**src/design/assert_macros.svh**
```systemverilog
// ----------------------------------------------------------------------------
// Assertion macros
// Shared concurrent assertion forms used by the receive dispatcher modules.
// ----------------------------------------------------------------------------
`ifndef ASSERT_MACROS_SVH
`define ASSERT_MACROS_SVH

// Condition holds at every clock edge outside reset
`define ASSERT_ALWAYS(lbl, clk, rst_n, cond) \
  lbl: assert property (@(posedge clk) disable iff (!rst_n) (cond)) \
    else $error("assertion failed");

// Antecedent implies consequent in the same cycle
`define ASSERT_IMPLY(lbl, clk, rst_n, ante, cons) \
  lbl: assert property (@(posedge clk) disable iff (!rst_n) (ante) |-> (cons)) \
    else $error("assertion failed");

// Antecedent implies consequent in the next cycle
`define ASSERT_NEXT(lbl, clk, rst_n, ante, cons) \
  lbl: assert property (@(posedge clk) disable iff (!rst_n) (ante) |=> (cons)) \
    else $error("assertion failed");

`endif

```
**src/design/crdr_pkg.sv**
```systemverilog
`timescale 1ns / 1ps
// ----------------------------------------------------------------------------
// crdr_pkg
// Types and constants shared by the receive dispatcher front, queue and back.
// ----------------------------------------------------------------------------
package crdr_pkg;

  // Field widths
  localparam int ID_W       = 11;
  localparam int LEN_W      = 4;
  localparam int WORD_W     = 64;
  localparam int BEAT_W     = 3;
  localparam int FILL_W     = 4;
  localparam int SPEED_W    = 32;
  localparam int CFG_IDX_W  = 3;
  localparam int CFG_DATA_W = 11;

  // Command queue geometry
  localparam int QDEPTH  = 4;
  localparam int QPTR_W  = 2;
  localparam int QCNT_W  = QPTR_W + 1;

  // Configuration register indexes
  localparam logic [CFG_IDX_W-1:0] CFG_RANGE_LOW  = 3'd0;
  localparam logic [CFG_IDX_W-1:0] CFG_RANGE_HIGH = 3'd1;
  localparam logic [CFG_IDX_W-1:0] CFG_ID_FIRST   = 3'd2;
  localparam logic [CFG_IDX_W-1:0] CFG_ID_SECOND  = 3'd3;
  localparam logic [CFG_IDX_W-1:0] CFG_ID_THIRD   = 3'd4;

  // Configuration reset values
  localparam logic [ID_W-1:0] RST_RANGE_LOW  = 11'h100;
  localparam logic [ID_W-1:0] RST_RANGE_HIGH = 11'h1FF;
  localparam logic [ID_W-1:0] RST_ID_FIRST   = 11'h100;
  localparam logic [ID_W-1:0] RST_ID_SECOND  = 11'h110;
  localparam logic [ID_W-1:0] RST_ID_THIRD   = 11'h120;

  // Result kinds
  typedef enum logic [1:0] {
    KIND_STATUS = 2'd0,
    KIND_BEAT   = 2'd1,
    KIND_EMPTY  = 2'd2
  } kind_t;

  // Command operations
  typedef enum logic [1:0] {
    OP_BEAT  = 2'd0,
    OP_FINAL = 2'd1,
    OP_POP   = 2'd2
  } op_t;

  // Frame classes decided at the front
  typedef enum logic [2:0] {
    CLS_DIAG    = 3'd0,
    CLS_DISCARD = 3'd1,
    CLS_FIRST   = 3'd2,
    CLS_SECOND  = 3'd3,
    CLS_THIRD   = 3'd4
  } cls_t;

  // One classified command from front to back
  typedef struct packed {
    op_t                op;
    cls_t               cls;
    logic [BEAT_W-1:0]  beat;
    logic [ID_W-1:0]    id;
    logic [LEN_W-1:0]   len;
    logic [WORD_W-1:0]  word;
    logic [SPEED_W-1:0] speed_bits;
  } cmd_t;

endpackage

```
**src/design/crdr_queue.sv**
```systemverilog
`timescale 1ns / 1ps
// ----------------------------------------------------------------------------
// crdr_queue
// Short command queue that decouples the front from the back.
// ----------------------------------------------------------------------------
`include "assert_macros.svh"

module crdr_queue import crdr_pkg::*; (
  input  logic clk,
  input  logic rst_n,
  input  logic enq_valid,
  output logic enq_ready,
  input  cmd_t enq_cmd,
  output logic deq_valid,
  input  logic deq_ready,
  output cmd_t deq_cmd
);

  cmd_t              slots [QDEPTH];
  logic [QPTR_W-1:0] wr_ptr_r, rd_ptr_r;
  logic [QCNT_W-1:0] count_r;
  logic              push, pop;

  assign enq_ready = (count_r != QCNT_W'(QDEPTH));
  assign deq_valid = (count_r != '0);
  assign deq_cmd   = slots[rd_ptr_r];
  assign push      = enq_valid && enq_ready;
  assign pop       = deq_valid && deq_ready;

  // Store the pushed command
  always_ff @(posedge clk) begin
    if (push) begin
      slots[wr_ptr_r] <= enq_cmd;
    end
  end

  // Advance pointers and count
  always_ff @(posedge clk) begin
    if (!rst_n) begin
      wr_ptr_r <= '0;
      rd_ptr_r <= '0;
      count_r  <= '0;
    end else begin
      if (push) begin
        wr_ptr_r <= wr_ptr_r + 1'b1;
      end
      if (pop) begin
        rd_ptr_r <= rd_ptr_r + 1'b1;
      end
      if (push && !pop) begin
        count_r <= count_r + 1'b1;
      end else if (pop && !push) begin
        count_r <= count_r - 1'b1;
      end
    end
  end

  `ASSERT_IMPLY(a_q_no_underflow, clk, rst_n, deq_ready, count_r != '0)
  `ASSERT_NEXT(a_q_count_up, clk, rst_n, push && !pop, count_r == $past(count_r) + 1'b1)

endmodule

```
**config.mk**
```make
export PLATFORM = sky130hd
export DESIGN_NAME = crdr_queue
export DESIGN_NICKNAME = d
export VERILOG_FILES = /design/src/design/crdr_pkg.sv /design/src/design/crdr_queue.sv
export VERILOG_INCLUDE_DIRS = /design/src /design/src/design
export SDC_FILE = /design/constraint.sdc
export NUM_CORES = 1
export LEC_CHECK = 0
export ABC_AREA = 1
export BUFFER_PORTS_ARGS = -buffer_cell sky130_fd_sc_hd__clkbuf_2
export CORE_ASPECT_RATIO = 1.75
export CORE_UTILIZATION = 50
export CTS_CLUSTER_SIZE = 20
export DETAILED_ROUTE_END_ITERATION = 10
export PLACE_DENSITY = 0.78
export SLEW_MARGIN = 20
export SYNTH_ARGS = -nofsm -noshare
export SYNTH_HDL_FRONTEND = slang
export SYNTH_SLANG_ARGS = --single-unit
```
**constraint.sdc**
```tcl
create_clock -name clk -period 6.5 [get_ports clk]
set_input_delay 0.325 -clock clk [delete_from_list [all_inputs] [get_ports clk]]
set_output_delay 0.325 -clock clk [all_outputs]
set_load 0.05 [all_outputs]
```
Word level (Yosys, flattened, before mapping)
Memory sizes are Yosys's and may differ from the RTL's. A register that Yosys moved wholly into a read port is not among the register bits.
Cells that the tools add are included.
{"block": "totals", "mem_count": 1, "in_bits": 123, "ff_bits": 7, "mem_bits_rw": 476, "word_cells": 23, "out_inout_bits": 121}
{"memory": "slots", "words": 4, "width": 119, "rd": 1, "rd_ports_with_merged_regs": 1, "wr": 1, "line": "crdr_queue.sv:19", "source": "cmd_t slots [QDEPTH];"}
{"block": "op_classes", "n_eq_ne": 1, "n_mux": 6, "n_reduce_logical": 8, "addsub": 4}
{"operator": "$mux W3", "count": 2}
{"operator": "$add A2 B1 Y2 const B", "count": 2}
{"operator": "$logic_and A1 B1 Y1", "count": 4}
{"operator": "$mux W2", "count": 2}
{"operator": "$add A3 B1 Y3 const B", "count": 1}
{"operator": "$ne A3 B3 Y1 const B", "count": 1}
{"operator": "$reduce_bool A3 Y1", "count": 1}
{"operator": "$sub A3 B1 Y3 const B", "count": 1}
{"operator": "$logic_not A1 Y1", "count": 2}
{"operator": "$mux W1", "count": 2}
{"operator": "$reduce_bool A2 Y1", "count": 1}

Depth between registers and ports, before layout
Gate-level depths: netlist (run 1).
{"block": "depth", "ltp_word": 6, "depth_mapped": 13, "ltp_nobuf": 13}

Worst setup path after synthesis (run 1)
Ideal clock, no wire load.
{"block": "synth_path", "path_kind": "reg2reg", "from": "register count_r[0]", "to": "memory slots[0][0] (netlist name), enable pin", "path_slack_ps": -120, "path_stages_with_launch": 5, "synth_period_minus_slack_ps": 6620, "setup_time_ps": 599, "arrival_ps": 6021, "path_buffers": 0, "required_ps": 5901, "path_cell_list": "dfxtp_1 nor2_1 nand2_1 nand2_1 nor2_1"}
{"block": "synth_via", "elab_chain_len": 4}
{"item": "start: declaration", "line": "crdr_queue.sv:21", "source": "logic [QCNT_W-1:0] count_r;"}
{"item": "start signal: assignment", "line": "crdr_queue.sv:51", "source": "count_r <= count_r + 1'b1;"}
{"item": "start signal: assignment", "line": "crdr_queue.sv:53", "source": "count_r <= count_r - 1'b1;"}
{"item": "$ne A3 B3 Y1", "line": "crdr_queue.sv:24", "source": "assign enq_ready = (count_r != QCNT_W'(QDEPTH));"}
{"item": "net enq_ready", "line": "crdr_queue.sv:12", "source": "output logic enq_ready,"}
{"item": "$logic_and A1 B1 Y1", "line": "crdr_queue.sv:27", "source": "assign push = enq_valid && enq_ready;"}
{"item": "$mux W1", "line": "crdr_queue.sv:32", "source": "if (push) begin"}
{"item": "$mux W1 (not written as such)", "line": "crdr_queue.sv:33", "source": "slots[wr_ptr_r] <= enq_cmd;"}
{"item": "end: declaration", "line": "crdr_queue.sv:19"}
The timed path passes the listed nets, and every way through them passes these cells.

==> impl_metrics.py, run 1 <==
metrics = {
    "yosys": {
        "netlist_top_cells_area": "edfxtp_1, nor2_1, o22ai_1",
        "avgSynthCellArea_um2": 14.9,
        "synth_cell_types": 20,
        "synth.most_common_cell": "edfxtp_1",
        "syn_nets": 1348,
        "async_flop_share_pct": 0,
        "synth.largest_area_cell": "edfxtp_1",
        "syn_area_um2": 18100,
        "synthFlopType": "edfxtp_1",
        "synth_seq_area_share_pct": 79.8,
        "synth_common_cells": "edfxtp_1, nor2_1, o21ai_0, o22ai_1, o21ai_1",
        "yosys_register_bits": 485,
        "synth_cells": 1219,
        "synth_top_area_share_pct": 78.8,
        "synth_edf_count": 476,
        "synth_warnings": 0,
    },
    "critical_path": {
        "worstPathArrival_ps": 3620,
        "cp_max_fo": 64,
        "required_ps": 6170,
        "end_kind": "output port",
        "worstSetupPathType": "reg -> out",
        "critPathLaunchType": "register",
    },
    "clocking": {
        "cts_max_level": 2,
        "cts.sinks": 485,
        "clk_latency_ps": 550,
        "cts_buffers": 42,
        "cts-root-buf": "clkbuf_16",
        "cts_resized": 0,
        "hold_buffers": 110,
        "post-cts-setup-buffer-count": 0,
        "cts_tree": "built",
        "path_clk_slew_ps": 60,
        "clockBufferDepth": 3,
    },
    "layout": {
        "finish.utilization_pct": 62.3,
        "nFillCells": 2542,
        "syn2layout_area_growth_pct": 22.0,
        "antenna_cells": 0,
        "drive_above_1_share_pct": 20.6,
        "nets": 1680,
        "post-route-cell-area_um2": 22100,
        "fin_cells": 2049,
    },
    "sta": {
        "fin_setup_tns_ps": 0,
        "fmax_mhz": 253,
        "min_period_ps": 3950,
        "finalCritPeriodShare_pct": 60.7,
        "fin_skew_ps": 20.3,
        "hold_violations": 0,
        "tightest_slew_ps": 994,
        "setup_viol": 0,
        "rsz0062_at_grt": "false",
        "relSlewSlack_pct": 33.7,
        "drv_slew": 0,
    },
    "global_routing": {
        "grt.overflow.total": 0,
        "grt_pass1_vias": 11887,
        "grt_use_total_pct": 21.7,
        "grt_pass1_wl_um": 61800,
        "grt_max_degree": 135,
        "antenna_found_initial": 4,
    },
    "status": {
        "status": "finished, final reports clean",
    },
    "floorplanning": {
        "fp.dieH_um": 254,
        "initial_utilization_pct": 51.0,
        "pin_count": 244,
        "fp.dieW_um": 146,
        "dieArea_um2": 37100,
        "num_rows": 91,
        "core-area_um2": 35500,
    },
    "pwr": {
        "switching_share_pct": 38.0,
        "peakVddDrop_mv": 0.356,
        "share_comb_of_total_power_pct": 32.0,
        "power_leakage_nw": 7.83,
        "cellPowerDensity_nw_per_um2": 436,
        "p_switching_mw": 3.66,
        "p_clk_share_pct": 27.0,
        "p_int_mw": 5.98,
        "seqPwrFrac_pct": 41.0,
    },
    "placement": {
        "port_buffers": 243,
        "dp_hpwl_um": 21900,
        "place.gp.congestion": 0.725,
        "postPlaceCellArea_um2": 19600,
        "placed_cells": 1862,
    },
    "detailed_routing": {
        "antenna_left": 0,
        "viasPerCell": 5.62,
        "drt_iter0_drc": 864,
        "drt-wirelength-per-cell_um": 19.8,
        "drt_wl_total_um": 40600,
        "firstDrtPassIters": 5,
        "drc_errors": 0,
        "vias": 11518,
    },
    "min_path": {
        "hp-class": "in -> reg",
    },
    "flow_run": {
        "maxCapViolCount": 0,
    },
}
## layer usage
metal	share of wire [%]	up-vias	global-route usage [%]	wire length [µm]
met5	0.12	-	0	47
met4	4.2	8	11.8	1710
met3	6.5	108	4.25	2620
met2	53	481	39.6	21600
met1	36	5654	23.7	14600
li1	-	5267	-	-
## worst max-delay path: stages (launching register included)
cell	delay, ps
dfxtp_4	780
clkinv_2	870
buf_4	680
o21ai_1	230
o22ai_1	110
clkbuf_2	250
## kinds of logic (layout without fill, tap and decap cells)
group	count (synthesis)	after routing	share of synthesized area, %
AOI/OAI and AO/OA	361	361	10.8
xor gates and xnor gates	1	1	0.0483
adders and majority gates	6	6	0.455
buffers and inverters	94	459	3.20
DFF	485	485	79.8
and+or+nand+nor	272	272	5.68
## sequential cells by signal, summed over array words and instances (netlist names), named ones only
name and count:
slots 476, count_r 3, rd_ptr_r 2, wr_ptr_r 2
## power groups by stage
stage / combinational, mW / sequential [mW] / clock, mW
finish: 3.08 / 3.96 / 2.60
global route: 3.26 / 3.99 / 2.74
CTS: 3.10 / 3.95 / 2.64
detailed placement: 3.03 / 4.02 / 0
global placement: 2.97 / 4.00 / 0
floorplan: 2.39 / 3.98 / 0
## cells in the final DEF, fill, tap and decap left out, types with 3 or more instances in the layout
| cell type | n |
|---|---|
| clkinv_2 | 8 |
| clkbuf_1 | 6 |
| clkinv_1 | 9 |
| ha_1 | 5 |
| buf_4 | 12 |
| edfxtp_1 | 476 |
| o21ai_0 | 137 |
| dlygate4sd3_1 | 110 |
| dfxtp_1 | 7 |
| nor2_4 | 4 |
| bufinv_16 | 8 |
| nand3_1 | 4 |
| a21oi_1 | 3 |
| nand2_1 | 15 |
| clkbuf_2 | 243 |
| o22ai_1 | 119 |
| nor2_1 | 248 |
| clkbuf_16 | 43 |
| inv_1 | 14 |
| o21ai_1 | 102 |
## stage by stage
stage	power, mW	setup slack [ps]	hold slack (ps)
finish	9.64	2550	19.1
global route	9.99	2350	8.11
CTS	9.69	2500	0.0798
detailed placement	7.05	3100	492
global placement	6.97	3120	477
floorplan	6.37	-120	424
## area by class of cell
class | instances | area [µm²] | area share (%)
clock buffer | 49 | 1100 | 4.97
clock inverter | 28 | 358 | 1.62
inverter | 16 | 66.3 | 0.300
multi-input combinational | 640 | 3110 | 14.0
sequential | 485 | 14500 | 65.5
tap | 465 | 582 | 2.63
timing repair buffer | 366 | 2430 | 11.0
## final timing paths
check,start,endpoint,slack [ps],depth (start not counted)
min reg2reg,rd_ptr_r[0],register,500,2
max reg2reg,count_r[0],slots[0][46],4160,5
min,enq_cmd[93],slots[0][93],20,1
max,register,deq_cmd[75],2550,5
(Power assumes the default switching activity.)
==> run 2: changes to the inputs <==
PLACE_DENSITY = 0.75   (was 0.78)
clock period = 4.1 ns   (was 6.5 ns; I/O delays follow)
==> run 2 against run 1 <==
Net effect: via count is essentially flat; routed wire length grew 0.41%; total power grew 57%; combinational power grew 64%; clock power grew 52%; design area grew 0.93%; count of clock-buffer cells in the layout grew 1; sequential cell count is the same; first-iteration DRC count shrank 3.2%; worst hold slack gained 390 ps; cell count grew 1.2%; critical endpoint is now deq_cmd[117].
==> impl_metrics.py, run 2 (synthesis gave the netlist of run 1 again) <==
metrics = {
    "detailed_routing": {
        "drt_wl_total_um": 40700,
        "firstDrtPassIters": 5,
        "drt-wirelength-per-cell_um": 19.6,
        "viasPerCell": 5.56,
        "drc_errors": 0,
        "drt_iter0_drc": 836,
        "vias": 11529,
        "antenna_left": 0,
    },
    "critical_path": {
        "worstPathArrival_ps": 2970,
        "endpoint": "deq_cmd[117]",
        "r2r-start": "count_r[0]",
        "cp_max_fo": 76,
        "reg2reg_to": "slots[2][36]",
        "r2r_setup_slack_ps": 1790,
        "ff2ff_path_depth": 5,
        "critPathLaunchType": "register",
        "required_ps": 3890,
        "end_kind": "output port",
        "worstSetupPathType": "reg -> out",
    },
    "global_routing": {
        "grt_max_degree": 145,
        "grt_use_total_pct": 21.7,
        "antenna_found_initial": 8,
        "grt_pass1_vias": 11757,
        "grt_pass1_wl_um": 61400,
        "grt.overflow.total": 0,
    },
    "pwr": {
        "switching_share_pct": 38.7,
        "p_switching_mw": 5.87,
        "seqPwrFrac_pct": 40.7,
        "power_leakage_nw": 7.89,
        "share_comb_of_total_power_pct": 33.2,
        "p_clk_share_pct": 26.1,
        "peakVddDrop_mv": 0.550,
        "p_int_mw": 9.30,
        "cellPowerDensity_nw_per_um2": 680,
    },
    "clocking": {
        "clockBufferDepth": 3,
        "cts_buffers": 42,
        "cts_max_level": 2,
        "cts-root-buf": "clkbuf_16",
        "cts_tree": "built",
        "path_clk_slew_ps": 70,
        "clk_latency_ps": 550,
        "cts.sinks": 485,
        "post-cts-setup-buffer-count": 0,
    },
    "sta": {
        "fin_skew_ps": 13.5,
        "drv_slew": 0,
        "min_period_ps": 3180,
        "finalCritPeriodShare_pct": 77.5,
        "hold_violations": 0,
        "relSlewSlack_pct": 36.7,
        "rsz0062_at_grt": "false",
        "fmax_mhz": 315,
        "whs_ps": 408,
        "tightest_slew_ps": 950,
        "setup_viol": 0,
    },
    "floorplanning": {
        "num_rows": 91,
        "fp.dieH_um": 254,
        "core-area_um2": 35500,
        "dieArea_um2": 37100,
        "fp.dieW_um": 146,
        "pin_count": 244,
        "initial_utilization_pct": 51.0,
    },
    "layout": {
        "layout_commonest_cell": "edfxtp_1",
        "biggestRegsByFlops": "slots (476), count_r (3)",
        "nFillCells": 2563,
        "regMostFlops": "slots",
        "syn2layout_area_growth_pct": 23.1,
        "largest_reg_flops": 476,
        "nets": 1697,
        "final_cell_mix": "edfxtp_1, nor2_1, clkbuf_2",
        "post-route-cell-area_um2": 22300,
        "drive_above_1_share_pct": 20.9,
        "finish.utilization_pct": 62.8,
    },
    "status": {
        "status": "finished, final reports clean",
    },
    "min_path": {
        "hp-class": "in -> reg",
    },
    "placement": {
        "port_buffers": 243,
        "dp_hpwl_um": 21700,
        "postPlaceCellArea_um2": 19700,
        "place.gp.congestion": 0.751,
    },
    "flow_run": {
        "maxCapViolCount": 0,
    },
}
[run 2: changes by cell type in the layout (fill, tap and decap cells not counted)]
cell	change
diode_2	+8
clkinv_8	-2
inv_8	+2
inv_6	+1
buf_12	+8
clkbuf_1	-1
clkbuf_8	+2
bufinv_16	-4
inv_4	+1
clkinv_4	+1
buf_4	-4
dlygate4sd3_1	+13
clkinv_1	-4
clkinvlp_4	+3
[run 2: cell type report]
type	instances	area [µm²]	area share, %
sequential	485	14500	64.9
multi-input combinational	640	3110	13.9
timing repair buffer	383	2690	12.0
clock buffer	50	1120	5.03
tap	465	582	2.61
clock inverter	26	255	1.14
inverter	16	70.1	0.314
antenna	8	20.0	0.0897
[run 2: worst max-delay path: stages, from the launching register on]
cell and delay [ps]:
dfxtp_4 680, buf_4 740, o21ai_0 250, o22ai_1 290
clkbuf_2 330
[run 2: worst min path at each step]
stage	cells after the start	to	slack, ps	startpoint
CTS	2	slots[1][1]	390	enq_cmd[1]
global placement	1	slots[1][32]	420	enq_cmd[32]
detailed placement	1	slots[0][67]	420	enq_cmd[67]
global route	2	slots[1][1]	400	enq_cmd[1]
finish	2	slots[0][25]	410	enq_cmd[25]
floorplan	0	slots[0][0]	300	enq_cmd[0]
[run 2: timing repair]
item,CTS,global route
hold buffers,123,0
gates resized for setup,0,0
endpoints found under the hold margin,483,0
[run 2: layer usage]
layer / share of wire (%) / vias up / global-route usage, %
met4: 4.5 / 0 / 12.5
met5: 0 / - / 0
met3: 5.4 / 106 / 3.72
met1: 36 / 5676 / 23.2
li1: - / 5314 / -
met2: 54 / 433 / 40.2
[run 2: through the flow]
step,setup TNS (ps),power [mW],instances,worst slack [ps]
CTS,0,15.2,2065,881
global route,0,15.7,2073,782
floorplan,-271660,10.1,1219,-571
global placement,0,11.1,1866,1530
finish,0,15.2,2073,924
detailed placement,0,11.2,1866,1490
[run 2: power groups by stage]
| stage | Combinational (mW) | Clock (mW) | Sequential [mW] |
|---|---|---|---|
| after global placement | 4.86 | 0 | 6.26 |
| after global routing | 5.31 | 4.19 | 6.21 |
| after detailed placement | 4.93 | 0 | 6.28 |
| after floorplan | 3.79 | 0 | 6.27 |
| final | 5.04 | 3.96 | 6.18 |
| after CTS | 5.04 | 4.01 | 6.17 |
==> run 3: changes to the inputs <==
ABC_AREA = 0   (was 1)
clock period = 3.1 ns   (was 4.1 ns; I/O delays follow)
==> run 3 against run 2 <==
Net effect: non-clock buffer count is 3 lower; total power up 30%; worst hold slack worse by 340 ps; routed wire length shrank 17%; via count down 27%; sequential share of layout area grew 0.72 points; die area fell by 2.1%; first-iteration DRC count shrank 45%; clock skew down 2.7 ps; area after synthesis is 2.1% lower; count of clock-buffer cells in the layout shrank 3; critical path type unchanged; highest routed layer is now met5.
==> impl_metrics.py, run 3 <==
metrics = {
    "status": {
        "status": "finished, final reports clean",
    },
    "floorplanning": {
        "dieArea_um2": 36300,
        "initial_utilization_pct": 50.6,
        "fp.dieW_um": 144,
        "core-area_um2": 35100,
        "pin_count": 244,
        "fp.dieH_um": 251,
        "num_rows": 91,
    },
    "clocking": {
        "path_clk_slew_ps": 70,
        "cts_max_level": 2,
        "cts_buffers": 43,
        "cts.sinks": 485,
        "clockBufferDepth": 3,
        "post-cts-setup-buffer-count": 0,
        "cts_tree": "built",
        "cts-root-buf": "clkbuf_16",
        "cts_resized": 0,
        "clk_latency_ps": 540,
    },
    "layout": {
        "drive_above_1_share_pct": 40.8,
        "biggestRegsByFlops": "slots (476), count_r (3)",
        "syn2layout_area_growth_pct": 24.4,
        "regMostFlops": "slots",
        "nets": 1196,
        "largest_reg_flops": 476,
        "final_cell_mix": "edfxtp_1, clkbuf_2, dlygate4sd3_1",
        "nFillCells": 2421,
        "layout_commonest_cell": "edfxtp_1",
    },
    "yosys": {
        "synth_edf_count": 476,
        "synth_cells": 669,
        "synth_warnings": 0,
        "synth.largest_area_cell": "edfxtp_1",
        "synth.most_common_cell": "edfxtp_1",
        "synth_cell_types": 23,
        "avgSynthCellArea_um2": 26.5,
        "synth_seq_area_share_pct": 81.5,
        "syn_nets": 798,
        "synthFlopType": "edfxtp_1",
        "synth_common_cells": "edfxtp_1, mux4_2, buf_2, buf_12, dfxtp_1",
        "async_flop_share_pct": 0,
        "synth_top_area_share_pct": 80.5,
        "syn_area_um2": 17800,
        "netlist_top_cells_area": "edfxtp_1, mux4_2, buf_12",
        "yosys_register_bits": 485,
    },
    "pwr": {
        "finalPower_mw": 19.7,
        "power_leakage_nw": 7.49,
        "switching_share_pct": 34.9,
        "p_int_mw": 12.8,
        "share_comb_of_total_power_pct": 32.5,
        "p_switching_mw": 6.87,
        "peakVddDrop_mv": 0.634,
        "p_clk_share_pct": 25.5,
        "seqPwrFrac_pct": 42.0,
        "cellPowerDensity_nw_per_um2": 892,
    },
    "detailed_routing": {
        "vias": 8359,
        "drt-wirelength-per-cell_um": 21.5,
        "drt_wl_total_um": 33700,
        "viasPerCell": 5.33,
        "drc_errors": 0,
        "drt_iter0_drc": 461,
        "firstDrtPassIters": 4,
        "antenna_left": 0,
    },
    "placement": {
        "port_buffers": 243,
        "dp_hpwl_um": 19200,
        "place.gp.congestion": 0.725,
    },
    "min_path": {
        "hold_depth": 4,
        "hp-start": "deq_ready",
        "hp-class": "in -> reg",
        "min_to": "rd_ptr_r[0]",
    },
    "critical_path": {
        "r2r-start": "count_r[0]",
        "r2r_setup_slack_ps": 810,
        "critPathLaunchType": "register",
        "cp_max_fo": 30,
        "reg2reg_to": "count_r[2]",
        "worstSetupPathType": "reg -> out",
        "required_ps": 2940,
        "ff2ff_path_depth": 8,
        "end_kind": "output port",
        "worstPathArrival_ps": 2500,
    },
    "flow_run": {
        "maxCapViolCount": 0,
    },
    "sta": {
        "min_period_ps": 2650,
        "finalCritPeriodShare_pct": 85.5,
        "fin_setup_tns_ps": 0,
        "relSlewSlack_pct": 43.3,
        "tightest_slew_ps": 850,
        "setup_viol": 0,
        "hold_violations": 0,
        "fin_skew_ps": 10.8,
        "rsz0062_at_grt": "false",
        "fmax_mhz": 377,
        "drv_slew": 0,
    },
    "global_routing": {
        "grt_max_degree": 120,
        "grt_pass1_vias": 9117,
        "grt_pass1_wl_um": 50100,
        "grt.overflow.total": 0,
        "grt_use_total_pct": 18.9,
        "antenna_found_initial": 5,
    },
}
run 3: cell count changes after synthesis, moves of 12 or more:
cell      previous run  this run
mux4_2               0       119
o22ai_1            119         0
nor2_1             252         1
inv_1               15         3
o21ai_0            137         1
buf_6               24         3
o21ai_1            102         0
clkbuf_1            28         2
run 3: power groups by stage:
stage | combinational [mW] | clock, mW | sequential (mW)
after floorplan | 5.17 | 0 | 8.23
after global placement | 6.33 | 0 | 8.37
after detailed placement | 6.33 | 0 | 8.43
after CTS | 6.48 | 5.13 | 8.30
after global routing | 6.69 | 5.34 | 8.35
final | 6.39 | 5.02 | 8.28
run 3: cells by family (layout without fill, tap and decap cells):
| group | Yosys count | after routing | share of synthesized area, % |
|---|---|---|---|
| multiplexers | 122 | 122 | 15.3 |
| XOR/XNOR | 4 | 4 | 0.197 |
| adder cells (fa/ha/maj) | 6 | 6 | 0.465 |
| AND/OR/NAND/NOR | 17 | 17 | 0.515 |
| other | 0 | 4 | 0 |
| AO/OA/AOI/OAI | 5 | 5 | 0.254 |
| buffers and inverters | 30 | 459 | 1.76 |
| flip-flops | 485 | 485 | 81.5 |
run 3: cell type report:
type | instances | area [µm²] | area share (%)
Tap cell | 465 | 582 | 2.63
Clock buffer | 47 | 1090 | 4.94
Clock inverter | 29 | 236 | 1.07
Inverter | 3 | 11.3 | 0.0510
Sequential cell | 485 | 14500 | 65.6
Antenna cell | 4 | 10.0 | 0.0453
Timing Repair Buffer | 380 | 2700 | 12.2
Multi-Input combinational cell | 154 | 2970 | 13.5
run 3: stage by stage:
| step | area (µm²) | instances | hold slack (ps) | setup WS (ps) | util [%] |
|---|---|---|---|---|---|
| 6_report | 22100 | 1567 | 67.3 | 450 | 63.0 |
| 5_1_grt | 22100 | 1567 | 71.2 | 289 | 63.0 |
| 4_1_cts | 22100 | 1563 | 42.1 | 363 | 62.9 |
| 3_5_place_dp | 19500 | 1367 | 373 | 784 | 55.7 |
| 3_3_place_gp | 19500 | 1367 | 368 | 849 | 55.7 |
| 2_1_floorplan | 17800 | 669 | 254 | 341 | - |
run 3: what timing repair did:
item	4_1_cts	5_1_grt
hold endpoints to repair	485	0
hold buffers	120	0
setup endpoints to repair	0	0
run 3: worst max-delay path by stage:
stage          startpoint          end  slack (ps)  depth (start not counted)
3_5_place_dp   count_r[0]   count_r[2]         780                          8
2_1_floorplan  count_r[0]  slots[0][0]         340                          3
3_3_place_gp   count_r[0]   count_r[2]         850                          8
5_1_grt          register  deq_cmd[35]         290                          3
6_report         register  deq_cmd[35]         450                          3
4_1_cts          register   deq_cmd[7]         360                          3
run 3: layer usage:
layer  wire [µm]  share of wire, %  global-route usage, %  vias to the layer above
met3        1690               5.0                   3.47                       63
met5          10             0.030                      0                        -
met4        1210               3.6                   8.30                        2
li1            -                 -                      -                     3687
met1       12200                36                   21.1                     4332
met2       18600                55                   34.5                      275
run 3: worst max-delay path, cell delays in order (launching register included):
cell	delay, ps
dfxtp_4	780
buf_4	330
mux4_2	550
clkbuf_2	260
