<file path="config.mk">
export PLATFORM = sky130hd
export DESIGN_NAME = crdr_front
export DESIGN_NICKNAME = d
export VERILOG_FILES = /design/src/design/crdr_pkg.sv /design/src/design/crdr_front.sv
export VERILOG_INCLUDE_DIRS = /design/src /design/src/design
export SDC_FILE = /design/constraint.sdc
export NUM_CORES = 1
export LEC_CHECK = 0
export CAP_MARGIN = 10
export CORE_MARGIN = 1
export CORE_UTILIZATION = 60
export CTS_BUF_LIST = sky130_fd_sc_hd__clkbuf_8
export CTS_CLUSTER_DIAMETER = 120
export DETAILED_ROUTE_END_ITERATION = 12
export DONT_BUFFER_PORTS = 1
export PLACE_DENSITY = 0.79
export SLEW_MARGIN = 20
export SYNTH_ARGS = -nofsm -noshare
export SYNTH_HDL_FRONTEND = slang
export SYNTH_SLANG_ARGS = --single-unit
</file>
<file path="constraint.sdc">
create_clock -name clk -period 2.35 [get_ports clk]
set_input_delay 0.235 -clock clk [delete_from_list [all_inputs] [get_ports clk]]
set_output_delay 0.235 -clock clk [all_outputs]
set_load 0.01 [all_outputs]
</file>
<file path="src/design/assert_macros.svh">
// ----------------------------------------------------------------------------
// Assertion macros
// Shared concurrent assertion forms used by the receive dispatcher modules.
// ----------------------------------------------------------------------------
`ifndef ASSERT_MACROS_SVH
`define ASSERT_MACROS_SVH

// Condition holds at every clock edge outside reset
`define ASSERT_ALWAYS(lbl, clk, rst_n, cond) \
  lbl: assert property (@(posedge clk) disable iff (!rst_n) (cond)) \
    else $error("assertion failed");

// Antecedent implies consequent in the same cycle
`define ASSERT_IMPLY(lbl, clk, rst_n, ante, cons) \
  lbl: assert property (@(posedge clk) disable iff (!rst_n) (ante) |-> (cons)) \
    else $error("assertion failed");

// Antecedent implies consequent in the next cycle
`define ASSERT_NEXT(lbl, clk, rst_n, ante, cons) \
  lbl: assert property (@(posedge clk) disable iff (!rst_n) (ante) |=> (cons)) \
    else $error("assertion failed");

`endif

</file>
<file path="src/design/crdr_pkg.sv">
`timescale 1ns / 1ps
// ----------------------------------------------------------------------------
// crdr_pkg
// Types and constants shared by the receive dispatcher front, queue and back.
// ----------------------------------------------------------------------------
package crdr_pkg;

  // Field widths
  localparam int ID_W       = 11;
  localparam int LEN_W      = 4;
  localparam int WORD_W     = 64;
  localparam int BEAT_W     = 3;
  localparam int FILL_W     = 4;
  localparam int SPEED_W    = 32;
  localparam int CFG_IDX_W  = 3;
  localparam int CFG_DATA_W = 11;

  // Command queue geometry
  localparam int QDEPTH  = 4;
  localparam int QPTR_W  = 2;
  localparam int QCNT_W  = QPTR_W + 1;

  // Configuration register indexes
  localparam logic [CFG_IDX_W-1:0] CFG_RANGE_LOW  = 3'd0;
  localparam logic [CFG_IDX_W-1:0] CFG_RANGE_HIGH = 3'd1;
  localparam logic [CFG_IDX_W-1:0] CFG_ID_FIRST   = 3'd2;
  localparam logic [CFG_IDX_W-1:0] CFG_ID_SECOND  = 3'd3;
  localparam logic [CFG_IDX_W-1:0] CFG_ID_THIRD   = 3'd4;

  // Configuration reset values
  localparam logic [ID_W-1:0] RST_RANGE_LOW  = 11'h100;
  localparam logic [ID_W-1:0] RST_RANGE_HIGH = 11'h1FF;
  localparam logic [ID_W-1:0] RST_ID_FIRST   = 11'h100;
  localparam logic [ID_W-1:0] RST_ID_SECOND  = 11'h110;
  localparam logic [ID_W-1:0] RST_ID_THIRD   = 11'h120;

  // Result kinds
  typedef enum logic [1:0] {
    KIND_STATUS = 2'd0,
    KIND_BEAT   = 2'd1,
    KIND_EMPTY  = 2'd2
  } kind_t;

  // Command operations
  typedef enum logic [1:0] {
    OP_BEAT  = 2'd0,
    OP_FINAL = 2'd1,
    OP_POP   = 2'd2
  } op_t;

  // Frame classes decided at the front
  typedef enum logic [2:0] {
    CLS_DIAG    = 3'd0,
    CLS_DISCARD = 3'd1,
    CLS_FIRST   = 3'd2,
    CLS_SECOND  = 3'd3,
    CLS_THIRD   = 3'd4
  } cls_t;

  // One classified command from front to back
  typedef struct packed {
    op_t                op;
    cls_t               cls;
    logic [BEAT_W-1:0]  beat;
    logic [ID_W-1:0]    id;
    logic [LEN_W-1:0]   len;
    logic [WORD_W-1:0]  word;
    logic [SPEED_W-1:0] speed_bits;
  } cmd_t;

endpackage

</file>
<file path="src/design/crdr_front.sv">
`timescale 1ns / 1ps
// ----------------------------------------------------------------------------
// crdr_front
// Accepts input items, tracks the beat position and classifies final beats.
// ----------------------------------------------------------------------------
`include "assert_macros.svh"

module crdr_front import crdr_pkg::*; #(
  parameter int BEATS_PER_FRAME = 8
) (
  input  logic                  clk,
  input  logic                  rst_n,
  input  logic                  cfg_we,
  input  logic [CFG_IDX_W-1:0]  cfg_index,
  input  logic [CFG_DATA_W-1:0] cfg_data,
  input  logic                  in_valid,
  output logic                  in_ready,
  input  logic                  in_req_type,
  input  logic [ID_W-1:0]       in_frame_id,
  input  logic [LEN_W-1:0]      in_frame_len_code,
  input  logic [WORD_W-1:0]     in_frame_word,
  input  logic                  in_frame_end,
  output logic                  enq_valid,
  input  logic                  enq_ready,
  output cmd_t                  enq_cmd
);

  logic [ID_W-1:0]    range_low_r, range_high_r, id_first_r, id_second_r, id_third_r;
  logic [BEAT_W-1:0]  beat_r, beat_nxt;
  logic [SPEED_W-1:0] first_lo_r;
  logic               accept;
  logic               is_final;
  logic               in_range;

  // Configuration registers
  always_ff @(posedge clk) begin
    if (!rst_n) begin
      range_low_r  <= RST_RANGE_LOW;
      range_high_r <= RST_RANGE_HIGH;
      id_first_r   <= RST_ID_FIRST;
      id_second_r  <= RST_ID_SECOND;
      id_third_r   <= RST_ID_THIRD;
    end else if (cfg_we) begin
      case (cfg_index)
        CFG_RANGE_LOW:  range_low_r  <= cfg_data;
        CFG_RANGE_HIGH: range_high_r <= cfg_data;
        CFG_ID_FIRST:   id_first_r   <= cfg_data;
        CFG_ID_SECOND:  id_second_r  <= cfg_data;
        CFG_ID_THIRD:   id_third_r   <= cfg_data;
        default: ;
      endcase
    end
  end

  assign in_ready  = enq_ready;
  assign enq_valid = in_valid;
  assign accept    = in_valid && enq_ready;

  assign is_final = in_frame_end || (beat_r == BEAT_W'(BEATS_PER_FRAME - 1));
  assign in_range = (range_low_r <= in_frame_id) && (in_frame_id <= range_high_r);

  // Classify the item into a command
  always_comb begin
    enq_cmd            = '0;
    enq_cmd.beat       = beat_r;
    enq_cmd.id         = in_frame_id;
    enq_cmd.len        = in_frame_len_code;
    enq_cmd.word       = in_frame_word;
    enq_cmd.speed_bits = (beat_r == '0) ? in_frame_word[SPEED_W-1:0] : first_lo_r;
    if (in_req_type) begin
      enq_cmd.op = OP_POP;
    end else if (is_final) begin
      enq_cmd.op = OP_FINAL;
    end else begin
      enq_cmd.op = OP_BEAT;
    end
    if (!in_range) begin
      enq_cmd.cls = CLS_DIAG;
    end else if (in_frame_id == id_first_r) begin
      enq_cmd.cls = CLS_FIRST;
    end else if (in_frame_id == id_second_r) begin
      enq_cmd.cls = CLS_SECOND;
    end else if (in_frame_id == id_third_r) begin
      enq_cmd.cls = CLS_THIRD;
    end else begin
      enq_cmd.cls = CLS_DISCARD;
    end
  end

  // Advance the beat position on frame beats, wrap on the final beat
  always_comb begin
    beat_nxt = beat_r;
    if (accept && !in_req_type) begin
      beat_nxt = is_final ? '0 : beat_r + 1'b1;
    end
  end

  always_ff @(posedge clk) begin
    if (!rst_n) begin
      beat_r <= '0;
    end else begin
      beat_r <= beat_nxt;
    end
  end

  // Hold the low word of the first beat for speed messages
  always_ff @(posedge clk) begin
    if (accept && !in_req_type && (beat_r == '0)) begin
      first_lo_r <= in_frame_word[SPEED_W-1:0];
    end
  end

  `ASSERT_NEXT(a_final_wraps_beat, clk, rst_n, accept && enq_cmd.op == OP_FINAL, beat_r == '0)

endmodule

</file>
=== Word-level counts from Yosys, hierarchy flattened ===
Index checks and enable logic that the tools add are counted.

* Word-level logic and storage cells: 39
* Output and inout port bits: 121
* Bits of input ports: 100
* Bits in registers: 90

* Eq/ne operators: 8
* $lt $le $gt $ge: 2
* Mux-type cells: 8
* Reduce and logical (&&, ||, !) cells: 13
* Add/sub/neg operators: 1

{| class="wikitable"
|+ Operator list
! kind !! number
|-
| 11-bit == test || 3
|-
| 32-bit two-way mux || 1
|-
| 11-bit less-or-equal comparator || 2
|-
| 3-bit two-way mux || 5
|-
| 2-bit AND reduction || 5
|-
| 3-bit by 2-bit == test with 1-bit output (second input constant) || 2
|-
| 3-bit == test (second input constant) || 2
|-
| 3-bit zero test || 2
|-
| 1-bit logical AND || 4
|-
| 3-bit by 1-bit adder with 3-bit output (second input constant) || 1
|-
| 3-bit by 1-bit == test with 1-bit output (second input constant) || 1
|-
| 2-bit two-way mux || 1
|-
| 1-bit zero test || 1
|-
| 1-bit logical OR || 1
|-
| 1-bit two-way mux || 1
|}

=== Depth between registers and ports, before layout ===
Gate-level depths: netlist of run 1.

* Depth in word-level cells: 5
* Mapped depth: 7

=== Worst setup path before layout of run 1 ===
No wires, ideal clock.

* Kind: reg-to-reg
* Start: register beat_r[0]
* End: register first_lo_r[0] (enable)
* Arrival time: 1.831 ns
* Path slack: 0.127 ns
* Buffers on the path: 2
* Cell stages (with the launch flop): 7
* Library setup time: 0.392 ns
* Clock period less this slack: 2.223 ns
* Path through: dfxtp_1 > inv_1 > ha_1 > nor2b_1 > buf_2 > buf_2 > and2_1

* Word-level cells in the longest chain between the ends: 2

{| class="wikitable"
|+ RTL lines
! item !! RTL line !! source
|-
| start: declaration || crdr_front.sv:29 || <nowiki>logic [BEAT_W-1:0] beat_r, beat_nxt;</nowiki>
|-
| start signal: assignment || crdr_front.sv:102 || <nowiki>beat_r <= beat_nxt;</nowiki>
|-
| 3-bit zero test || crdr_front.sv:108 || <nowiki>if (accept && !in_req_type && (beat_r == '0)) begin</nowiki>
|-
| 1-bit logical AND || crdr_front.sv:108 ||
|-
| end signal: assignment || crdr_front.sv:109 || <nowiki>first_lo_r <= in_frame_word[SPEED_W-1:0];</nowiki>
|-
| end: declaration || crdr_front.sv:30 || <nowiki>logic [SPEED_W-1:0] first_lo_r;</nowiki>
|}

Every way passes these cells.
A chain may end at the register's enable or synchronous reset.

==> results of run 1 <==
layout make-up:
cell class / count / area, µm²
multi-input combinational: 327 / 2277
clock inverter: 6 / 72.57
clock buffer: 10 / 137.6
fill: 654 / 3007
inverter: 25 / 93.84
sequential: 90 / 2123
tap: 105 / 131.4
timing repair buffer: 42 / 415.4
layer usage:
| layer | part of all wire | GRT usage |
|---|---|---|
| met2 | 0.50 | 0.4353 |
| met5 | 0 | 0 |
| met1 | 0.39 | 0.2934 |
| met4 | 0.016 | 0.09975 |
| met3 | 0.092 | 0.07488 |
cell usage after synthesis:
master / count
nand2_1: 110
buf_4: 85
dfxtp_1: 58
a21boi_0: 41
edfxtp_1: 32
mux2_2: 32
ha_1: 25
inv_1: 25
xor2_1: 22
nand3_1: 15
a21oi_1: 13
xnor2_1: 11
buf_2: 9
nand4_1: 8
o211ai_1: 8
clkbuf_1: 7
nor2_1: 5
nor3_1: 4
and3_1: 3
a21o_1: 2
and2_1: 2
nand3b_1: 2
nand4bb_1: 2
nor2b_1: 2
nor3_2: 2
nor4_1: 2
nor4_2: 2
o21ai_0: 2
o21bai_1: 2
or2_2: 2
a21boi_1: 1
a21oi_2: 1
a22o_1: 1
and4_4: 1
nor2_4: 1
nor2b_4: 1
nor3b_2: 1
or2_1: 1
flip-flops by register name, indices dropped and copies added (netlist names):
register / flops
id_second_r: 11
id_first_r: 11
first_lo_r: 32
beat_r: 3
range_high_r: 11
range_low_r: 11
id_third_r: 11
final timing paths:
check	from	to	slack [ns]	cells after the start
setup / recovery	range_low_r[6]	enq_cmd[116]	0.09	6
setup reg to reg	beat_r[0]	first_lo_r[3]	0.76	5
hold reg to reg	range_low_r[5]	range_low_r[5]	0.47	2
hold / removal	cfg_data[6]	id_third_r[6]	0.008	2
power groups by stage:
stage	clock, W	combinational, W	sequential (W)
6_report	0.00111	0.000333	0.00167
3_5_place_dp	0	0.000261	0.00171
3_3_place_gp	0	0.000251	0.00170
4_1_cts	0.00113	0.000324	0.00167
2_1_floorplan	0	0.000377	0.00170
5_1_grt	0.00119	0.000365	0.00168
cell usage in the layout (no fill, tap or decap), types with 3 or more instances in the layout:
| cell | instances |
|---|---|
| mux2_2 | 32 |
| inv_1 | 25 |
| xnor2_1 | 11 |
| nor2_1 | 5 |
| dfxtp_1 | 57 |
| ha_1 | 24 |
| dlygate4sd3_1 | 40 |
| nand3_1 | 15 |
| a21oi_1 | 12 |
| clkbuf_8 | 10 |
| xor2_1 | 22 |
| and3_1 | 3 |
| nor3_1 | 4 |
| nand2_1 | 110 |
| edfxtp_1 | 32 |
| a21boi_0 | 41 |
| nand4_1 | 8 |
| o211ai_1 | 8 |
kinds of logic after synthesis:
kind of cell | count (synthesis) | share of synthesized area
simple gates | 166 | 0.1515
buf+inv | 126 | 0.1554
flops | 90 | 0.4106
compound gates | 71 | 0.09635
xor+xnor | 33 | 0.05592
mux | 32 | 0.06972
fa+ha+maj | 25 | 0.06052
per-stage QoR:
step                      setup WS, ns  area, µm²
after global routing          -0.02242       5251
after floorplan                 0.1273       5169
after detailed placement        0.3863       4608
final                          0.08835       5251
after global placement          0.4809       4608
after CTS                      0.01195       5209
worst reg2reg max path, stage by stage, from the launching register on:
cell and delay (ns):
dfxtp_1 0.38, inv_1 0.10, ha_1 0.13, nor2b_2 0.13, and2_1 0.12, buf_4 0.36
timing repair:
item / in CTS / in global routing
pin swaps: 2 / 4
gates resized for setup: 0 / 6
cloned: 0 / 0
endpoints found under the setup margin: 2 / 3
endpoints found under the hold margin: 52 / 1
hold buffers: 39 / 1
==> results.md, run 1 <==
### Power
* 0.3491 mV — Max rail drop VDD
* 0.003112 W — total power of the final layout
* 0.002357 W — cell-internal power
* 0.356 — clock group share of total power
* 2.026 nW — leakage power figure
* 0.537 — share of power burned in registers
* 592.6 mW/mm² — PD cells
* 0.2425 — Net Sw Frac
* 0.107 — fraction of power consumed by combinational cells
* 0.0007546 W — switching power

### Clock network
* 3 — H-tree levels
* clkbuf_8 — clock tree root buffer cell
* 90 — number of sinks on the clock net
* built — CTS tree
* 2 — Max Root-Sink Buffers
* 0.10 ns — clock-pin slew on the worst setup and hold paths
* 0 — post-CTS setup buffer count
* 9 — CTS buffer count
* 0.36 ns — clock latency on the worst-skew pair

### Timing
* 442.2 MHz — maximum frequency from static timing analysis
* 2.262 ns — crit path time final
* 0.7983 ns — pin slew with the least headroom to its limit
* 0 ns — setup tns final
* 0.4658 — Worst slew margin
* 0.01039 ns — Post-Route Skew
* 0 — Hold Fails Final Rpt
* 0 — Final setup viols
* 0.9624 — crit share post-route
* 0 — Max Transition Viols Final
* 0.008114 ns — final worst hold slack

### Routing
* 0 — DRT antenna net count
* 6 — DR pass1 iterations
* 11340 µm — total wire length
* 3475 — detailed-route via count
* 143 — number of DRC violations after detailed-routing iteration 0
* 5.744 — routed vias/inst
* 18.74 µm — routed length per instance
* 0 — Remaining DRCs

### Placed design
* 0 — # port buffers
* 549 — cell total after placement
* 7899 µm — Detailed Place HPWL
* 0.8307 — placer's final routability congestion estimate

### Global route
* 3432 — vias in the first global route
* 0 — number of antenna violations at the first check in global routing
* 44 — maximum number of pins on one net before global-route repair
* 0.2528 — global router's overall resource usage
* 0 — overflow left after global routing
* 16890 µm — first-pass GRT wire length

### Worst setup path
* ha_1 -> a21oi_1 -> o21ai_0 -> nand4bb_1 -> a22o_4 -> nor3b_4 — cells traversed along the worst timing path
* 3 — largest fanout of any net on the critical path
* output pin — kind of end point of the critical path
* register — Worst setup SP type
* register to output pin — worst setup path class
* 2.03 ns — worst endpoint data arrival time
* 2.12 ns — data required time at the worst endpoint
* compound AO/OA/AOI/OAI gates — kind of cell adding the most delay to the critical path
* 0.34 ns — slowest stage delay, CP
* 0 — count of buffer and inverter cells on the critical path
* dfxtp_1 — crit path max-delay cell type

### Final layout
* 620 — Net count, final
* 1.598% — growth of design area from synthesis to finish
* 605 — non-filler instance count after layout
* 0.1320 — share of layout cells above drive strength 1
* 0.6359 — share of the core filled with cells
* 0 — number of diodes added for antenna fixing

### Synthesis
* 0.4106 — sequential-to-total area share from yosys stat
* 0 — synthesis warning total
* 0.005169 mm² — Cell Area, Synth
* 0.2246 — share of the synthesized area in the top cell type
* dfxtp_1 — top cell type by total area after synthesis
* 668 — Mapped Nets
* 9.519 µm² — average instance area after synthesis
* 90 — number of flip-flops and latches in the synthesized netlist
* dfxtp_1 (22%), edfxtp_1 (19%), buf_4 (12%) — cell types with the largest area share after synthesis
* 38 — Unique masters post-synth
* 543 — Post-Syn Instances

### Floorplanning
* 0.008990 mm² — DIE AREA
* 0.008258 mm² — Core Footprint
* 221 — count of boundary I/O pins
* 94.82 µm — die height
* 33 — row cnt
* 0.6259 — starting density of the core
* 94.82 µm — Die X-Extent

### Flow run
* 0 — count of max-cap constraint violations

### Status
* completed — status

### Hold path
* primary input to register — type of the worst min-delay path

No activity file was read; power rests on OpenSTA's default activity.
==> inputs of run 2 (changes only) <==
==> constraint.sdc (replaced) <==
create_clock -name clk -period 2.35 [get_ports clk]
set_input_delay 0.235 -clock clk [delete_from_list [all_inputs] [get_ports clk]]
set_output_delay 0.235 -clock clk [all_outputs]
set_load 0.05 [all_outputs]
==> run 2 against run 1 <==
- the flow now finishes with violations (setup timing)
- final cell count rose by 0.50%
- critical path depth rose by 2
- register-to-register slack got worse by 0.17 ns
- clock skew is 0.00072 ns lower
- setup slack lost 0.093 ns
- global-route usage fell by 0.16 points
- critical path type unchanged
- critical endpoint unchanged
==> results.md, run 2 (synthesized netlist as in run 1, its figures left out) <==
### Worst setup path
* enq_cmd[116] — termination of the worst setup path, unchanged
* output pin — kind of end point of the critical path, unchanged
* beat_r[0] — RR Startpoint, unchanged
* 6 — length in cells of the worst reg-to-reg path, was 5
* register — Worst setup SP type, unchanged
* first_lo_r[5] — RR Endpoint, was first_lo_r[3]
* register to output pin — worst setup path class, unchanged
* 2.12 ns — data required time at the worst endpoint, about the same
* 2.12 ns — worst endpoint data arrival time, was 2.03 ns
* range_high_r[6] — Setup crit start, was range_low_r[6]
* dfxtp_1 — crit path max-delay cell type, unchanged
* 0.32 ns — slowest stage delay, CP, was 0.34 ns
* 3 — largest fanout of any net on the critical path, unchanged
* inv_1 -> ha_4 -> a21oi_1 -> o21ai_1 -> nand4bb_1 -> a22o_4 -> nor3b_2 -> buf_6 — cells traversed along the worst timing path, was ha_1 -> a21oi_1 -> o21ai_0 -> nand4bb_1 -> a22o_4 -> nor3b_4
* 0.59 ns — worst setup slack for register-to-register paths, was 0.76 ns

### Final layout
* 32 — max reg flops, unchanged
* nand2_1 — most common library cell in the layout ignoring fill and taps, unchanged
* 0.1968 — share of layout cells above drive strength 1, was 0.1320
* nand2_1 (110), dfxtp_1 (50), a21boi_0 (41), dlygate4sd3_1 (35) — top library cells by usage in the layout, fill and taps aside, was nand2_1 (110), dfxtp_1 (57), a21boi_0 (41), dlygate4sd3_1 (40)
* first_lo_r — register name with the most flops, unchanged
* 623 — Net count, final, was 620
* 5.398% — growth of design area from synthesis to finish, was 1.598%
* 608 — non-filler instance count after layout, was 605
* 0 — number of diodes added for antenna fixing, unchanged

### Routing
* 19.44 µm — routed length per instance, was 18.74 µm
* 4 — DR pass1 iterations, was 6
* 0 — DRT antenna net count, unchanged
* 5.850 — routed vias/inst, was 5.744
* 11820 µm — total wire length, was 11340 µm
* 0 — Remaining DRCs, unchanged
* 3557 — detailed-route via count, was 3475
* 144 — number of DRC violations after detailed-routing iteration 0, was 143

### Timing
* 0.6883 ns — pin slew with the least headroom to its limit, was 0.7983 ns
* 0.5396 — Worst slew margin, was 0.4658
* -0.004939 ns — Worst Setup Slack, final, was 0.08835 ns
* 2.355 ns — crit path time final, was 2.262 ns
* yes — unrepaired setup endpoints after global routing
* 1 — Final setup viols, was 0
* 0 — Max Transition Viols Final, unchanged
* 1.002 — crit share post-route, was 0.9624
* 0 — Hold Fails Final Rpt, unchanged
* 424.6 MHz — maximum frequency from static timing analysis, was 442.2 MHz
* 0.009669 ns — Post-Route Skew, was 0.01039 ns
* 0.002612 ns — final worst hold slack, was 0.008114 ns

### Clock network
* 90 — number of sinks on the clock net, unchanged
* 0.10 ns — clock-pin slew on the worst setup and hold paths, about the same
* 3 — H-tree levels, unchanged
* 9 — CTS buffer count, unchanged
* clkbuf_8 — clock tree root buffer cell, unchanged
* 0.36 ns — clock latency on the worst-skew pair, about the same
* 2 — Max Root-Sink Buffers, unchanged
* built — CTS tree, unchanged

### Placed design
* 8097 µm — Detailed Place HPWL, was 7899 µm
* 0 — # port buffers, unchanged
* 0.8488 — placer's final routability congestion estimate, was 0.8307
* 556 — cell total after placement, was 549

### Power
* 0.0008940 W — switching power, was 0.0007546 W
* 0.331 — clock group share of total power, was 0.356
* 592.9 mW/mm² — PD cells, was 592.6 mW/mm²
* 0.2992 mV — Max rail drop VDD, was 0.3491 mV
* 0.151 — fraction of power consumed by combinational cells, was 0.107
* 0.2768 — Net Sw Frac, was 0.2425
* 0.518 — share of power burned in registers, was 0.537
* 0.002336 W — cell-internal power, was 0.002357 W
* 2.055 nW — leakage power figure, was 2.026 nW
* 0.003230 W — total power of the final layout, was 0.003112 W

### Flow run
* 0 — count of max-cap constraint violations, unchanged

### Floorplanning
* 0.6259 — starting density of the core, unchanged
* 94.82 µm — Die X-Extent, unchanged
* 221 — count of boundary I/O pins, unchanged
* 94.82 µm — die height, unchanged
* 33 — row cnt, unchanged
* 0.008258 mm² — Core Footprint, unchanged
* 0.008990 mm² — DIE AREA, unchanged

### Status
* setup timing — failing checks
* finished, violations left — status, was completed

### Global route
* 0 — overflow left after global routing, unchanged
* 44 — maximum number of pins on one net before global-route repair, unchanged
* 16960 µm — first-pass GRT wire length, was 16890 µm
* 0.2512 — global router's overall resource usage, was 0.2528
* 0 — number of antenna violations at the first check in global routing, unchanged
* 3491 — vias in the first global route, was 3432

### Hold path
* primary input to register — type of the worst min-delay path, unchanged

[run 2: cell count changes in the layout (fill, tap and decap cells not counted), moves of 4 or more]
| cell | change |
|---|---|
| a21oi_1 | -5 |
| ha_1 | -12 |
| a21oi_2 | +4 |
| buf_4 | +5 |
| dfxtp_1 | -7 |
| ha_4 | +12 |
| dfxtp_2 | +7 |
| dlygate4sd3_1 | -5 |
[run 2: layout make-up]
class / count / area [µm²]
Timing Repair Buffer: 45 / 445.4
Fill cell: 624 / 2810
Clock buffer: 9 / 123.9
Clock inverter: 7 / 67.56
Sequential cell: 90 / 2132
Inverter: 25 / 93.84
Multi-Input combinational cell: 327 / 2454
Tap cell: 105 / 131.4
[run 2: layer usage]
metal / global-route usage / up-vias / part of all wire
met5: 0 / - / 0
met4: 0.08965 / 0 / 0.019
met3: 0.06522 / 31 / 0.086
met2: 0.4688 / 175 / 0.52
met1: 0.2703 / 1702 / 0.38
li1: - / 1649 / -
[run 2: stage by stage]
| step | area (µm²) | util | worst slack (ns) | setup TNS [ns] |
|---|---|---|---|---|
| finish | 5448 | 0.6597 | -0.004939 | -0.004939 |
| global placement | 4674 | 0.5661 | 0.3587 | 0 |
| detailed placement | 4674 | 0.5661 | 0.2247 | 0 |
| CTS | 5313 | 0.6433 | 0.01334 | 0 |
| global route | 5448 | 0.6597 | -0.06339 | -0.06339 |
| floorplan | 5170 | - | 0.04109 | 0 |
[run 2: worst min-delay path by stage]
| stage | to | from | cells after the start | slack (ns) |
|---|---|---|---|---|
| 2_1_floorplan | first_lo_r[0] | in_frame_word[0] | 0 | 0.33 |
| 3_3_place_gp | id_third_r[5] | rst_n | 1 | 0.31 |
| 3_5_place_dp | id_third_r[5] | rst_n | 1 | 0.31 |
| 4_1_cts | range_low_r[8] | cfg_data[8] | 2 | 0.006 |
| 5_1_grt | id_first_r[5] | cfg_data[5] | 2 | 0.004 |
| 6_report | range_low_r[5] | cfg_data[5] | 2 | 0.003 |
[run 2: repair_timing]
item                                    in CTS  in global routing
setup buffers                                0                  1
hold buffers                                35                  0
endpoints found under the hold margin       48                  0
gates resized for setup                     15                 21
pin swaps                                    5                 10
endpoints found under the setup margin       3                  3
[run 2: power groups by stage]
stage	Combinational (W)	Clock [W]	Sequential, W
after floorplan	0.000738	0	0.00170
after global placement	0.000388	0	0.00170
after detailed placement	0.000398	0	0.00171
after CTS	0.000467	0.00107	0.00167
after global routing	0.000519	0.00114	0.00168
final	0.000489	0.00107	0.00167
[run 2: critical path, delay by kind of cell (launching register included)]
kind,cells,cell delay [ns]
compound gates,3,0.50
flops,1,0.32
simple gates,2,0.41
buf+inv,2,0.30
fa+ha+maj,1,0.22
==> inputs of run 3 (changes only) <==
==> constraint.sdc (replaced) <==
create_clock -name clk -period 2.67 [get_ports clk]
set_input_delay 0.267 -clock clk [delete_from_list [all_inputs] [get_ports clk]]
set_output_delay 0.267 -clock clk [all_outputs]
set_load 0.05 [all_outputs]
==> run 3 against run 2 <==
- clock skew is 0.0041 ns higher
- wire length fell by 5.1%
- worst hold slack better by 0.022 ns
- combinational power shrank 19%
- die area stayed put
- critical endpoint unchanged
- final cell count fell by 0.66%
- non-clock buffer count shrank 4
- cell area is 5.1% lower
- setup slack improved by 0.14 ns
- power fell by 15%
- first-iteration DRC count increased by 3.5%
- the run now ends clean
- sequential power down 12%
==> results.md, run 3 (synthesized netlist as in run 1, its figures left out) <==
### Routing
* 18.57 µm — routed length per instance, was 19.44 µm
* 11220 µm — total wire length, was 11820 µm
* met4 — highest metal layer with signal wires, unchanged
* 0 — DRT antenna net count, unchanged
* 5.757 — routed vias/inst, was 5.850
* 3477 — detailed-route via count, was 3557
* 0 — Remaining DRCs, unchanged
* 1015 µm — wire length on met3, was 1021 µm
* 4360 µm — wire length on met1, was 4450 µm
* 149 — number of DRC violations after detailed-routing iteration 0, was 144
* 4 — DR pass1 iterations, unchanged
* 5651 µm — amount of wire on met2 after detailed routing, was 6129 µm

### Timing
* 0 — Final setup viols, was 1
* 2.538 ns — crit path time final
* no — unrepaired setup endpoints after global routing, was yes
* 0.9505 — crit share post-route
* 0 — Max Transition Viols Final, unchanged
* 394.0 MHz — maximum frequency from static timing analysis
* 0.4556 — Worst slew margin, was 0.5396
* 0 ns — setup tns final, was -0.004939 ns
* 0.01376 ns — Post-Route Skew, was 0.009669 ns
* 0 — Hold Fails Final Rpt, unchanged
* 0.1322 ns — Worst Setup Slack, final, was -0.004939 ns
* 0.8136 ns — pin slew with the least headroom to its limit, was 0.6883 ns

### Placed design
* 0.8259 — placer's final routability congestion estimate, was 0.8488
* 0 — # port buffers, unchanged
* 7917 µm — Detailed Place HPWL, was 8097 µm
* 0.5252 ns — worst setup slack before clock tree synthesis, was 0.2247 ns

### Floorplanning
* 0.008258 mm² — Core Footprint, unchanged
* 221 — count of boundary I/O pins, unchanged
* 94.82 µm — Die X-Extent, unchanged
* 94.82 µm — die height, unchanged
* 0.6259 — starting density of the core, unchanged
* 33 — row cnt, unchanged
* 0.008990 mm² — DIE AREA, unchanged

### Power
* 0.143 — fraction of power consumed by combinational cells, was 0.151
* 0.322 — clock group share of total power, was 0.331
* 2.011 nW — leakage power figure, was 2.055 nW
* 0.002751 W — total power of the final layout, was 0.003230 W
* 0.001975 W — cell-internal power, was 0.002336 W
* 0.0007764 W — switching power, was 0.0008940 W
* 532.0 mW/mm² — PD cells, was 592.9 mW/mm²
* 0.534 — share of power burned in registers, was 0.518
* 0.2822 — Net Sw Frac, was 0.2768
* 0.2845 mV — Max rail drop VDD, was 0.2992 mV

### Final layout
* 32 — max reg flops, unchanged
* nand2_1 (110), dfxtp_1 (58), a21boi_0 (41), dlygate4sd3_1 (33) — top library cells by usage in the layout, fill and taps aside, was nand2_1 (110), dfxtp_1 (50), a21boi_0 (41), dlygate4sd3_1 (35)
* nand2_1 — most common library cell in the layout ignoring fill and taps, unchanged
* 0.6262 — share of the core filled with cells, was 0.6597
* 0 — number of diodes added for antenna fixing, unchanged
* 0.04843% — growth of design area from synthesis to finish, was 5.398%
* 0.1363 — share of layout cells above drive strength 1, was 0.1968
* first_lo_r — register name with the most flops, unchanged
* 619 — Net count, final, was 623
* 675 — Fillers, was 624

### Worst setup path
* output pin — kind of end point of the critical path, unchanged
* dfxtp_1 — crit path max-delay cell type, unchanged
* register to output pin — worst setup path class, unchanged
* 0.34 ns — slowest stage delay, CP, was 0.32 ns
* inv_1 -> ha_1 -> a21o_1 -> a21oi_1 -> nand4bb_1 -> a22o_1 -> nor3b_2 -> buf_4 — cells traversed along the worst timing path, was inv_1 -> ha_4 -> a21oi_1 -> o21ai_1 -> nand4bb_1 -> a22o_4 -> nor3b_2 -> buf_6
* 2.40 ns — data required time at the worst endpoint, was 2.12 ns
* 2 — count of buffer and inverter cells on the critical path, unchanged
* 2.27 ns — worst endpoint data arrival time, was 2.12 ns
* register — Worst setup SP type, unchanged
* 3 — largest fanout of any net on the critical path, unchanged
* compound AO/OA/AOI/OAI gates — kind of cell adding the most delay to the critical path, unchanged

### Global route
* 45 — maximum number of pins on one net before global-route repair, was 44
* 0 — overflow left after global routing, unchanged
* 3495 — vias in the first global route, was 3491
* 0.2530 — global router's overall resource usage, was 0.2512
* 0 — number of antenna violations at the first check in global routing, unchanged
* 17130 µm — first-pass GRT wire length, was 16960 µm

### Flow run
* 0 — count of max-cap constraint violations, unchanged

### Clock network
* 0 — post-CTS resize count, was 15
* built — CTS tree, unchanged
* 0.10 ns — clock-pin slew on the worst setup and hold paths, about the same
* 2 — Max Root-Sink Buffers, unchanged
* clkbuf_8 — clock tree root buffer cell, unchanged
* 0.36 ns — clock latency on the worst-skew pair, about the same
* 9 — CTS buffer count, unchanged
* 90 — number of sinks on the clock net, unchanged
* 3 — H-tree levels, unchanged

### Status
* completed — status, was finished, violations left

### Hold path
* primary input to register — type of the worst min-delay path, unchanged

==> run 3: cell count changes in the layout (fill, tap and decap cells not counted), sizes merged <==
cell         before  now
clkinv            0    3
inv              31   27
clkinvlp          0    1
clkbuf            9   10
bufinv            1    0
buf              10    8
dlygate4sd3      35   33
==> run 3: path summary, 6_finish.rpt <==
kind / startpoint / endpoint / slack, ns / cells after the start
min reg2reg: range_low_r[0] / range_low_r[0] / 0.47 / 2
max: range_high_r[9] / enq_cmd[116] / 0.13 / 8
min: cfg_data[4] / id_second_r[4] / 0.02 / 2
max reg2reg: beat_r[1] / first_lo_r[9] / 0.97 / 6
==> run 3: cell type report <==
| class | count | area, µm² | share of cell area |
|---|---|---|---|
| Clock inverter | 6 | 50.05 | 0.009678 |
| Inverter | 25 | 93.84 | 0.01815 |
| Timing Repair Buffer | 41 | 390.4 | 0.07549 |
| Sequential cell | 90 | 2122 | 0.4104 |
| Clock buffer | 10 | 137.6 | 0.02662 |
| Tap cell | 105 | 131.4 | 0.02541 |
| Multi-Input combinational cell | 327 | 2246 | 0.4343 |
==> run 3: power by group through the flow <==
stage                     clock (W)  sequential [W]  combinational (W)
after floorplan                   0         0.00150           0.000649
after CTS                  0.000901         0.00147           0.000395
after detailed placement          0         0.00150           0.000348
after global routing       0.000960         0.00147           0.000424
after global placement            0         0.00150           0.000341
final                      0.000887         0.00147           0.000394
==> run 3: timing repair <==
item | in CTS | in global routing
hold buffers | 33 | 0
buffers inserted | 0 | 0
hold endpoints to repair | 47 | 0
==> run 3: layer usage <==
metal,track usage,vias to the layer above
met5,0,-
met4,0.1073,0
met3,0.06844,19
met2,0.4478,170
met1,0.2844,1638
li1,-,1650
==> run 3: worst reg2reg max path, cell delays in order (launching register included) <==
cell and delay (ns):
dfxtp_1 0.31, buf_4 0.19, inv_1 0.08, ha_1 0.15, nor2b_2 0.15, and2_1 0.13
buf_4 0.35
==> run 3: metrics by stage <==
stage,instance area [µm²],std cells,hold slack [ns]
floorplan,5169,543,0.3659
global placement,4653,555,0.3434
detailed placement,4653,555,0.3467
CTS,5171,604,0.01267
global route,5171,604,0.01593
finish,5171,604,0.02470
